--- config.mk ---
export PLATFORM = sky130hd
export DESIGN_NAME = unsigned_decimal_formatter_flat
export DESIGN_NICKNAME = d
export VERILOG_FILES = /design/src/hw/rtl/udf_pkg.sv /design/src/hw/rtl/udf_req_if.sv /design/src/hw/rtl/udf_rsp_if.sv /design/src/hw/rtl/udf_controller.sv /design/src/hw/rtl/udf_datapath.sv /design/src/hw/rtl/unsigned_decimal_formatter.sv /design/src/flat_wrapper.sv
export SDC_FILE = /design/constraint.sdc
export NUM_CORES = 1
export LEC_CHECK = 0
export BUFFER_PORTS_ARGS = -buffer_cell sky130_fd_sc_hd__buf_2
export CAP_MARGIN = 20
export CORE_MARGIN = 1.5
export CORE_UTILIZATION = 60
export CTS_CLUSTER_SIZE = 24
export DETAILED_ROUTE_END_ITERATION = 8
export GPL_TIMING_DRIVEN = 0
export PLACE_DENSITY_LB_ADDON = 0.1
export SLEW_MARGIN = 10
export SYNTH_ARGS = -nofsm -noshare
export SYNTH_HDL_FRONTEND = slang
export SYNTH_SLANG_ARGS = --single-unit
--- constraint.sdc ---
create_clock -name clock -period 11.54 [get_ports clock]
set_input_delay 1.731 -clock clock [delete_from_list [all_inputs] [get_ports clock]]
set_output_delay 1.731 -clock clock [all_outputs]
set_load 0.1 [all_outputs]
--- src/hw/rtl/udf_pkg.sv ---
package udf_pkg;

   localparam int VALUE_WIDTH  = 64;
   localparam int FIELD_WIDTH  = 6;
   localparam int MODE_WIDTH   = 2;
   localparam int CHAR_WIDTH   = 8;
   localparam int COUNT_WIDTH  = 6;
   localparam int REMAIN_WIDTH = 8;

   localparam int DEFAULT_VALUE_BITS  = 64;
   localparam int DEFAULT_FIELD_LIMIT = 63;

   // length modes, any other code keeps the full value
   localparam logic [MODE_WIDTH-1:0] MODE_BYTE = 2'd1;
   localparam logic [MODE_WIDTH-1:0] MODE_WORD = 2'd2;

   localparam int BYTE_BITS = 8;
   localparam int WORD_BITS = 32;

   localparam logic [CHAR_WIDTH-1:0] CHAR_SPACE = 8'h20;
   localparam logic [CHAR_WIDTH-1:0] CHAR_ZERO  = 8'h30;

   typedef struct packed {
      logic load;
      logic step;
      logic measure;
      logic plan;
      logic emit;
   } udf_cmd_type;

   typedef struct packed {
      logic conv_done;
      logic empty;
      logic emit_last;
      logic out_free;
   } udf_status_type;

endpackage

--- src/hw/rtl/udf_req_if.sv ---
interface udf_req_if;
   logic                                valid;
   logic                                ready;
   logic [udf_pkg::VALUE_WIDTH-1:0]     value;
   logic [udf_pkg::FIELD_WIDTH-1:0]     min_width;
   logic                                has_precision;
   logic [udf_pkg::FIELD_WIDTH-1:0]     precision;
   logic                                left_justify;
   logic                                zero_pad;
   logic [udf_pkg::MODE_WIDTH-1:0]      length_mode;

   modport source (
      output valid, value, min_width, has_precision, precision, left_justify, zero_pad,
             length_mode,
      input  ready
   );

   modport sink (
      input  valid, value, min_width, has_precision, precision, left_justify, zero_pad,
             length_mode,
      output ready
   );
endinterface

--- src/hw/rtl/udf_rsp_if.sv ---
interface udf_rsp_if;
   logic                             valid;
   logic                             ready;
   logic [udf_pkg::CHAR_WIDTH-1:0]   character;
   logic                             last;

   modport source (
      output valid, character, last,
      input  ready
   );

   modport sink (
      input  valid, character, last,
      output ready
   );
endinterface

--- src/hw/rtl/udf_controller.sv ---
module udf_controller (
   input  logic                     clock,
   input  logic                     reset,
   input  logic                     req_valid,
   output logic                     req_ready,
   output udf_pkg::udf_cmd_type     cmd,
   input  udf_pkg::udf_status_type  status
);

   typedef enum logic [2:0] {
      ST_IDLE,
      ST_CONVERT,
      ST_MEASURE,
      ST_PLAN,
      ST_EMIT
   } state_type;

   state_type state_ff, state_in;
   logic      ready_ff, ready_in;

   always_comb begin
      cmd      = '0;
      state_in = state_ff;
      ready_in = ready_ff;
      unique case (state_ff)
         ST_IDLE: begin
            if (req_valid && ready_ff) begin
               cmd.load = 1'b1;
               state_in = ST_CONVERT;
               ready_in = 1'b0;
            end
         end
         ST_CONVERT: begin
            cmd.step = 1'b1;
            if (status.conv_done) begin
               state_in = ST_MEASURE;
            end
         end
         ST_MEASURE: begin
            cmd.measure = 1'b1;
            state_in    = ST_PLAN;
         end
         ST_PLAN: begin
            cmd.plan = 1'b1;
            state_in = ST_EMIT;
         end
         ST_EMIT: begin
            if (status.empty) begin
               state_in = ST_IDLE;
               ready_in = 1'b1;
            end else if (status.out_free) begin
               cmd.emit = 1'b1;
               if (status.emit_last) begin
                  state_in = ST_IDLE;
                  ready_in = 1'b1;
               end
            end
         end
         default: begin
            state_in = ST_IDLE;
            ready_in = 1'b1;
         end
      endcase
   end

   always_ff @(posedge clock) begin
      if (reset) begin
         state_ff <= ST_IDLE;
         ready_ff <= 1'b1;
      end else begin
         state_ff <= state_in;
         ready_ff <= ready_in;
      end
   end

   assign req_ready = ready_ff;

endmodule

--- src/hw/rtl/udf_datapath.sv ---
module udf_datapath #(
   parameter int VALUE_BITS  = udf_pkg::DEFAULT_VALUE_BITS,
   parameter int FIELD_LIMIT = udf_pkg::DEFAULT_FIELD_LIMIT
) (
   input  logic                               clock,
   input  logic                               reset,
   input  udf_pkg::udf_cmd_type               cmd,
   output udf_pkg::udf_status_type            status,
   input  logic [udf_pkg::VALUE_WIDTH-1:0]    req_value,
   input  logic [udf_pkg::FIELD_WIDTH-1:0]    req_min_width,
   input  logic                               req_has_precision,
   input  logic [udf_pkg::FIELD_WIDTH-1:0]    req_precision,
   input  logic                               req_left_justify,
   input  logic                               req_zero_pad,
   input  logic [udf_pkg::MODE_WIDTH-1:0]     req_length_mode,
   udf_rsp_if.source                          rsp_chan
);

   localparam int DIGITS    = VALUE_BITS * 30103 / 100000 + 1;
   localparam int NDIG_BITS = $clog2(DIGITS + 1);
   localparam int IDX_BITS  = $clog2(DIGITS);
   localparam int STEP_BITS = $clog2(VALUE_BITS + 1);
   localparam int CW        = udf_pkg::COUNT_WIDTH;
   localparam int FW        = udf_pkg::FIELD_WIDTH;
   localparam int RW        = udf_pkg::REMAIN_WIDTH;

   logic [VALUE_BITS-1:0]         value_ff, value_in;
   logic [3:0]                    digit_ff [DIGITS];
   logic [3:0]                    digit_in [DIGITS];
   logic [3:0]                    adjusted [DIGITS];
   logic [STEP_BITS-1:0]          step_ff, step_in;
   logic [FW-1:0]                 width_ff, width_in;
   logic [FW-1:0]                 prec_ff, prec_in;
   logic                          has_prec_ff, has_prec_in;
   logic                          left_ff, left_in;
   logic                          zero_ff, zero_in;
   logic [NDIG_BITS-1:0]          ndig_ff, ndig_in;
   logic [CW-1:0]                 lead_ff, lead_in;
   logic [CW-1:0]                 zcnt_ff, zcnt_in;
   logic [NDIG_BITS-1:0]          dig_ff, dig_in;
   logic [CW-1:0]                 trail_ff, trail_in;
   logic                          rsp_valid_ff, rsp_valid_in;
   logic [udf_pkg::CHAR_WIDTH-1:0] rsp_char_ff, rsp_char_in;
   logic                          rsp_last_ff, rsp_last_in;

   logic [VALUE_BITS-1:0]         masked;
   logic [NDIG_BITS-1:0]          top_digit;
   logic [CW-1:0]                 ndig_ext;
   logic [CW-1:0]                 zeros_calc;
   logic [CW:0]                   filled;
   logic [CW-1:0]                 spaces_calc;
   logic [RW-1:0]                 remain;
   logic [IDX_BITS-1:0]           dig_idx;

   // length mode truncation
   always_comb begin
      for (int i = 0; i < VALUE_BITS; i++) begin
         unique case (req_length_mode)
            udf_pkg::MODE_BYTE: masked[i] = req_value[i] && (i < udf_pkg::BYTE_BITS);
            udf_pkg::MODE_WORD: masked[i] = req_value[i] && (i < udf_pkg::WORD_BITS);
            default:            masked[i] = req_value[i];
         endcase
      end
   end

   // shift-add-3 adjust per digit
   always_comb begin
      for (int d = 0; d < DIGITS; d++) begin
         adjusted[d] = (digit_ff[d] >= 4'd5) ? digit_ff[d] + 4'd3 : digit_ff[d];
      end
   end

   // highest nonzero digit
   always_comb begin
      top_digit = '0;
      for (int d = 0; d < DIGITS; d++) begin
         if (digit_ff[d] != 4'd0) begin
            top_digit = NDIG_BITS'(d + 1);
         end
      end
   end

   assign ndig_ext = CW'(ndig_ff);

   always_comb begin
      zeros_calc = '0;
      if (has_prec_ff) begin
         if (prec_ff > ndig_ext) begin
            zeros_calc = prec_ff - ndig_ext;
         end
      end else if (!left_ff && zero_ff) begin
         if (width_ff > ndig_ext) begin
            zeros_calc = width_ff - ndig_ext;
         end
      end
      filled      = {1'b0, zeros_calc} + {1'b0, ndig_ext};
      spaces_calc = ({1'b0, width_ff} > filled) ? CW'({1'b0, width_ff} - filled) : '0;
   end

   assign remain  = RW'(lead_ff) + RW'(zcnt_ff) + RW'(dig_ff) + RW'(trail_ff);
   assign dig_idx = IDX_BITS'(dig_ff - 1'b1);

   always_comb begin
      value_in     = value_ff;
      digit_in     = digit_ff;
      step_in      = step_ff;
      width_in     = width_ff;
      prec_in      = prec_ff;
      has_prec_in  = has_prec_ff;
      left_in      = left_ff;
      zero_in      = zero_ff;
      ndig_in      = ndig_ff;
      lead_in      = lead_ff;
      zcnt_in      = zcnt_ff;
      dig_in       = dig_ff;
      trail_in     = trail_ff;
      rsp_valid_in = rsp_valid_ff;
      rsp_char_in  = rsp_char_ff;
      rsp_last_in  = rsp_last_ff;

      if (rsp_chan.ready) begin
         rsp_valid_in = 1'b0;
      end

      if (cmd.load) begin
         value_in    = masked;
         for (int d = 0; d < DIGITS; d++) begin
            digit_in[d] = 4'd0;
         end
         step_in     = STEP_BITS'(VALUE_BITS);
         width_in    = (req_min_width > FW'(FIELD_LIMIT)) ? FW'(FIELD_LIMIT) : req_min_width;
         prec_in     = (req_precision > FW'(FIELD_LIMIT)) ? FW'(FIELD_LIMIT) : req_precision;
         has_prec_in = req_has_precision;
         left_in     = req_left_justify;
         zero_in     = req_zero_pad;
      end

      if (cmd.step) begin
         digit_in[0] = {adjusted[0][2:0], value_ff[VALUE_BITS-1]};
         for (int d = 1; d < DIGITS; d++) begin
            digit_in[d] = {adjusted[d][2:0], adjusted[d-1][3]};
         end
         value_in = {value_ff[VALUE_BITS-2:0], 1'b0};
         step_in  = step_ff - 1'b1;
      end

      if (cmd.measure) begin
         if (top_digit != '0) begin
            ndig_in = top_digit;
         end else if (has_prec_ff && prec_ff == '0) begin
            ndig_in = '0;
         end else begin
            ndig_in = NDIG_BITS'(1);
         end
      end

      if (cmd.plan) begin
         lead_in  = left_ff ? '0 : spaces_calc;
         trail_in = left_ff ? spaces_calc : '0;
         zcnt_in  = zeros_calc;
         dig_in   = ndig_ff;
      end

      if (cmd.emit) begin
         rsp_valid_in = 1'b1;
         rsp_last_in  = (remain == RW'(1));
         if (lead_ff != '0) begin
            rsp_char_in = udf_pkg::CHAR_SPACE;
            lead_in     = lead_ff - 1'b1;
         end else if (zcnt_ff != '0) begin
            rsp_char_in = udf_pkg::CHAR_ZERO;
            zcnt_in     = zcnt_ff - 1'b1;
         end else if (dig_ff != '0) begin
            rsp_char_in = udf_pkg::CHAR_ZERO + udf_pkg::CHAR_WIDTH'(digit_ff[dig_idx]);
            dig_in      = dig_ff - 1'b1;
         end else begin
            rsp_char_in = udf_pkg::CHAR_SPACE;
            trail_in    = trail_ff - 1'b1;
         end
      end
   end

   always_ff @(posedge clock) begin
      if (reset) begin
         rsp_valid_ff <= 1'b0;
      end else begin
         rsp_valid_ff <= rsp_valid_in;
      end
   end

   always_ff @(posedge clock) begin
      value_ff    <= value_in;
      digit_ff    <= digit_in;
      step_ff     <= step_in;
      width_ff    <= width_in;
      prec_ff     <= prec_in;
      has_prec_ff <= has_prec_in;
      left_ff     <= left_in;
      zero_ff     <= zero_in;
      ndig_ff     <= ndig_in;
      lead_ff     <= lead_in;
      zcnt_ff     <= zcnt_in;
      dig_ff      <= dig_in;
      trail_ff    <= trail_in;
      rsp_char_ff <= rsp_char_in;
      rsp_last_ff <= rsp_last_in;
   end

   assign status.conv_done = (step_ff == STEP_BITS'(1));
   assign status.empty     = (remain == '0);
   assign status.emit_last = (remain == RW'(1));
   assign status.out_free  = !rsp_valid_ff || rsp_chan.ready;

   assign rsp_chan.valid     = rsp_valid_ff;
   assign rsp_chan.character = rsp_char_ff;
   assign rsp_chan.last      = rsp_last_ff;

endmodule

--- src/hw/rtl/unsigned_decimal_formatter.sv ---
// channel    direction  handshake      payload
// req_chan   in         valid/ready    value, min_width, has_precision, precision,
//                                      left_justify, zero_pad, length_mode
// rsp_chan   out        valid/ready    character, last
//
// a request is converted by the binary to bcd shift loop, then measured and planned, then
// emitted character by character, 0 to 63 characters
// the next request is taken the cycle after its last character enters the output register
// an empty text still passes through the emit state, with nothing sent
// reset is synchronous and active high; it clears the controller and the output valid
// a low rsp ready holds the current character and pauses emission, no request is lost
module unsigned_decimal_formatter #(
   parameter int VALUE_BITS  = udf_pkg::DEFAULT_VALUE_BITS,
   parameter int FIELD_LIMIT = udf_pkg::DEFAULT_FIELD_LIMIT
) (
   input  logic       clock,
   input  logic       reset,
   udf_req_if.sink    req_chan,
   udf_rsp_if.source  rsp_chan
);

   udf_pkg::udf_cmd_type     cmd;
   udf_pkg::udf_status_type  status;
   logic                     req_ready;

   assign req_chan.ready = req_ready;

   udf_controller u_controller (
      .clock     (clock),
      .reset     (reset),
      .req_valid (req_chan.valid),
      .req_ready (req_ready),
      .cmd       (cmd),
      .status    (status)
   );

   udf_datapath #(
      .VALUE_BITS  (VALUE_BITS),
      .FIELD_LIMIT (FIELD_LIMIT)
   ) u_datapath (
      .clock             (clock),
      .reset             (reset),
      .cmd               (cmd),
      .status            (status),
      .req_value         (req_chan.value),
      .req_min_width     (req_chan.min_width),
      .req_has_precision (req_chan.has_precision),
      .req_precision     (req_chan.precision),
      .req_left_justify  (req_chan.left_justify),
      .req_zero_pad      (req_chan.zero_pad),
      .req_length_mode   (req_chan.length_mode),
      .rsp_chan          (rsp_chan)
   );

   a_one_command: assert property (@(posedge clock) disable iff (reset)
      $onehot0({cmd.load, cmd.step, cmd.measure, cmd.plan, cmd.emit}))
      else $error("more than one datapath command");

   a_emit_free: assert property (@(posedge clock) disable iff (reset)
      cmd.emit |-> status.out_free)
      else $error("character emitted over a waiting one");

   a_busy_not_ready: assert property (@(posedge clock) disable iff (reset)
      cmd.step |-> !req_chan.ready)
      else $error("request taken during conversion");

   a_ready_after_last: assert property (@(posedge clock) disable iff (reset)
      (cmd.emit && status.emit_last) |=> req_chan.ready)
      else $error("not ready after last character");

endmodule

--- src/flat_wrapper.sv ---
// flat-port wrapper written by rule: the top's interface ports become plain ports
module unsigned_decimal_formatter_flat 
#(
   parameter int VALUE_BITS  = udf_pkg::DEFAULT_VALUE_BITS,
   parameter int FIELD_LIMIT = udf_pkg::DEFAULT_FIELD_LIMIT
)
  (clock, reset, req_chan_valid, req_chan_value, req_chan_min_width, req_chan_has_precision, req_chan_precision, req_chan_left_justify, req_chan_zero_pad, req_chan_length_mode, req_chan_ready, rsp_chan_valid, rsp_chan_character, rsp_chan_last, rsp_chan_ready);
  udf_req_if req_chan_i ();
  udf_rsp_if rsp_chan_i ();
  input  logic clock;
  input  logic reset;
  input wire logic [$bits(req_chan_i.valid)-1:0] req_chan_valid;
  input wire logic [$bits(req_chan_i.value)-1:0] req_chan_value;
  input wire logic [$bits(req_chan_i.min_width)-1:0] req_chan_min_width;
  input wire logic [$bits(req_chan_i.has_precision)-1:0] req_chan_has_precision;
  input wire logic [$bits(req_chan_i.precision)-1:0] req_chan_precision;
  input wire logic [$bits(req_chan_i.left_justify)-1:0] req_chan_left_justify;
  input wire logic [$bits(req_chan_i.zero_pad)-1:0] req_chan_zero_pad;
  input wire logic [$bits(req_chan_i.length_mode)-1:0] req_chan_length_mode;
  output wire logic [$bits(req_chan_i.ready)-1:0] req_chan_ready;
  output wire logic [$bits(rsp_chan_i.valid)-1:0] rsp_chan_valid;
  output wire logic [$bits(rsp_chan_i.character)-1:0] rsp_chan_character;
  output wire logic [$bits(rsp_chan_i.last)-1:0] rsp_chan_last;
  input wire logic [$bits(rsp_chan_i.ready)-1:0] rsp_chan_ready;
  assign req_chan_i.valid = req_chan_valid;
  assign req_chan_i.value = req_chan_value;
  assign req_chan_i.min_width = req_chan_min_width;
  assign req_chan_i.has_precision = req_chan_has_precision;
  assign req_chan_i.precision = req_chan_precision;
  assign req_chan_i.left_justify = req_chan_left_justify;
  assign req_chan_i.zero_pad = req_chan_zero_pad;
  assign req_chan_i.length_mode = req_chan_length_mode;
  assign req_chan_ready = req_chan_i.ready;
  assign rsp_chan_valid = rsp_chan_i.valid;
  assign rsp_chan_character = rsp_chan_i.character;
  assign rsp_chan_last = rsp_chan_i.last;
  assign rsp_chan_i.ready = rsp_chan_ready;
  unsigned_decimal_formatter #(.VALUE_BITS(VALUE_BITS), .FIELD_LIMIT(FIELD_LIMIT)) u_core (.clock(clock), .reset(reset), .req_chan(req_chan_i), .rsp_chan(rsp_chan_i));
endmodule
==> reports/metrics.yaml <==
outcome: "completed"
hold_viol: 0
power_density_nw_per_um2: 149.3
clock_sinks: 205
worstPathMaxFanout: 10
num_vias: 9034
slew_headroom: 0.3998
synth_ff_type: "edfxtp_1"
cts_tree: "yes"
antenna_left: 0
viasPerCell: 5.905
rr_endpoint: "u_core.u_datapath.rsp_chan.character[1]"
overflow: 0
cts_buffers: 23
cts_buffer_depth: 3
r2r_cells: 10
yosysUniqueCellTypes: 64
tightestPinTransition_ps: 900.4
first_iter_violations: 610
finalSetupViolCount: 0
layout.nets: 1423
clock.fmax_mhz: 188.9
async_flop_share: 0
switching_share: 0.2855
p_clk_frac: 0.331
grt_pass1_vias: 8786
start_util: 0.6102
synth_compound_area_frac: 0.1401
cp_slowest_stage_delay_ps: 740
syn_inst: 1136
pin_count: 96
layout_min_cycle_time_ps: 5294
drc: 0
synthAdderAreaFrac: 0.1044
clk_pin_slew_ps: 60
rows: 52
ys_ff_latch: 205
post-cts-setup-buffers: 0
antenna_cells: 0
die_w_um: 146.5
insertion_delay_ps: 510
p_seq_frac: 0.474
core_area_sq_um: 20230
drv_slew: 0
synth_top_family_by_area: "simple AND/OR/NAND/NOR gates"
r2r_slack_ps: 6250
seq_area_frac_synth: 0.4751
io_buffer_count: 80
grt_pass1_wl_mm: 44.25
path_cells: "clkbuf_1 > buf_1 > buf_2 > inv_1 > ha_1 > buf_1 > clkbuf_1 > mux4_2 > mux4_2 > a22o_1"
yosysWarnings: 0
area_delta_synth_final_pct: 12.10
syn_area_sq_um: 12350
required_ps: 11800
cap_violations: 0
crit_arrival_ps: 5560
synth_area_per_cell_sq_um: 10.87
p_leak_nw: 5.438
rsz0062_at_grt: "no"
endpoint_kind: "flip-flop"
p_sw_mw: 0.5899
ctsResizeCount: 0
tns_ps: 0
cp_slowest_cell: "buf_1"
synth-edff-count: 176
routed_wl_mm: 27.61
die_h_um: 146.5
period_share: 0.4588
grt_use_total: 0.2575
cts.hold.buffers_added: 0
gp_congestion: 0.8881
wire_per_inst_um: 18.04
worstSetupPathType: "reg2reg"
synthSimpleGateAreaFrac: 0.1461
layout_commonest_cell: "edfxtp_1"
synthMuxAreaShare: 0.05513
post-route-util: 0.6840
ir_drop_v: 0.0001330
cts_max_level: 1
power_frac_comb: 0.195
root_buffer: "clkbuf_16"
grt_start_max_net_pins: 61
final_cell_mix: "176 x edfxtp_1, 130 x nor2_1, 82 x a21oi_1, 82 x buf_2, 79 x ha_1"
synthXorXnorAreaFrac: 0.03972
finClkSkew_ps: 14.09
cp-startpoint: "u_core.u_datapath.dig_ff[0]"
hold_class: "reg2reg"
dp_hpwl_mm: 19.81
intPower_mw: 1.476
dr.pass1.iters: 5
cp-endpoint: "u_core.u_datapath.rsp_chan.character[1]"
start_kind: "flip-flop"
drive_gt1_frac: 0.1365
reg2reg_from: "u_core.u_datapath.dig_ff[0]"
antenna_found_initial: 0
die_area_sq_um: 21450
## worst max-delay path, delay by kind of cell, from the launching register on
family / cells / cell delay [ps]
buffers and inverters: 6 / 2960
muxes: 2 / 990
adders and majority gates: 1 / 430
DFF: 1 / 400
AOI/OAI and AO/OA: 1 / 260
## state kept, by name (all words and copies together) (netlist names), 3 cells and up
name	count
u_core.u_datapath.width_ff	6
u_core.u_datapath.value_ff	64
u_core.u_datapath.rsp_chan.character	5
u_core.u_datapath.trail_ff	6
u_core.u_datapath.lead_ff	6
u_core.u_datapath.ndig_ff	5
u_core.u_controller.state_ff	3
u_core.u_datapath.digit_ff	80
u_core.u_datapath.prec_ff	6
u_core.u_datapath.dig_ff	5
u_core.u_datapath.step_ff	7
u_core.u_datapath.zcnt_ff	6
## metrics by stage
stage	total power [mW]	worst slack (ps)	area, sq um	instances	hold slack [ps]
3_3_place_gp	1.386	2504	13090	1487	486.3
4_1_cts	2.074	6273	13840	1530	521.6
6_report	2.066	6246	13840	1530	524.0
2_1_floorplan	1.286	4724	12350	1137	461.3
5_1_grt	2.161	5991	13840	1530	541.6
3_5_place_dp	1.391	6272	13150	1489	494.8
## power groups by stage
stage / clock [mW] / combinational, mW / sequential (mW)
2_1_floorplan: 0 / 0.306 / 0.980
5_1_grt: 0.718 / 0.453 / 0.989
6_report: 0.684 / 0.403 / 0.979
3_3_place_gp: 0 / 0.380 / 1.01
4_1_cts: 0.693 / 0.403 / 0.978
3_5_place_dp: 0 / 0.399 / 0.992
## routing by layer
metal	vias to the layer above	global-route usage	part of all wire
li1	4389	-	-
met4	0	0.09444	0.032
met5	-	0	0
met2	228	0.4249	0.48
met1	4357	0.3493	0.43
met3	60	0.03625	0.056
## cell families (layout without fill, tap and decap cells)
kind of cell | Yosys count | count (layout)
muxes | 37 | 37
buffers and inverters | 122 | 245
DFF | 205 | 205
xor gates and xnor gates | 56 | 56
AOI/OAI and AO/OA | 251 | 251
adders and majority gates | 94 | 94
other | 2 | 3
and+or+nand+nor | 369 | 369
## area by class of cell
cell class / count / area (sq um)
multi-input cells: 810 / 6013
flip-flops and latches: 205 / 5866
repair buffers: 82 / 455.4
clock inverters: 10 / 82.58
plain buffers: 53 / 221.5
inverters: 69 / 259.0
well taps: 270 / 337.8
fillers: 1567 / 6394
clock buffers: 31 / 605.6
## cell usage after synthesis, types with 5 or more instances
cell type	count	area [sq um]
xor2_1	27	236.5
xnor2_1	29	254.0
and3_1	7	43.79
nand2b_1	28	175.2
mux2i_1	8	80.08
o221ai_1	6	52.55
edfxtp_1	176	5285
buf_1	6	22.52
nand2_1	77	289.0
nor3b_1	18	135.1
fa_1	15	300.3
dfxtp_1	29	580.6
a22o_1	69	604.3
nand4_1	5	31.28
inv_1	69	259.0
nor3_1	34	170.2
clkbuf_1	41	153.9
nor2b_1	9	56.30
a21oi_1	82	410.4
nor2_1	130	488.0
o21a_1	7	52.55
mux4_2	24	540.5
o21ai_0	36	180.2
ha_1	79	988.5
a21o_1	7	52.55
a211oi_1	6	45.04
nand3_1	21	105.1
a31oi_1	5	31.28
or3b_2	11	96.34
## how the worst min path moves through the flow
stage / start / end / slack [ps] / depth (start not counted)
after global placement: u_core.u_datapath.trail_ff[5] / u_core.u_datapath.trail_ff[5] / 490 / 1
after floorplan: u_core.u_datapath.value_ff[0] / u_core.u_datapath.value_ff[0] / 460 / 2
after detailed placement: u_core.u_datapath.trail_ff[5] / u_core.u_datapath.trail_ff[5] / 490 / 1
after CTS: u_core.u_datapath.trail_ff[5] / u_core.u_datapath.trail_ff[5] / 520 / 1
final: u_core.u_datapath.trail_ff[5] / u_core.u_datapath.trail_ff[5] / 520 / 1
after global routing: u_core.u_datapath.trail_ff[5] / u_core.u_datapath.trail_ff[5] / 540 / 1
No activity file was read; power rests on OpenSTA's default activity.
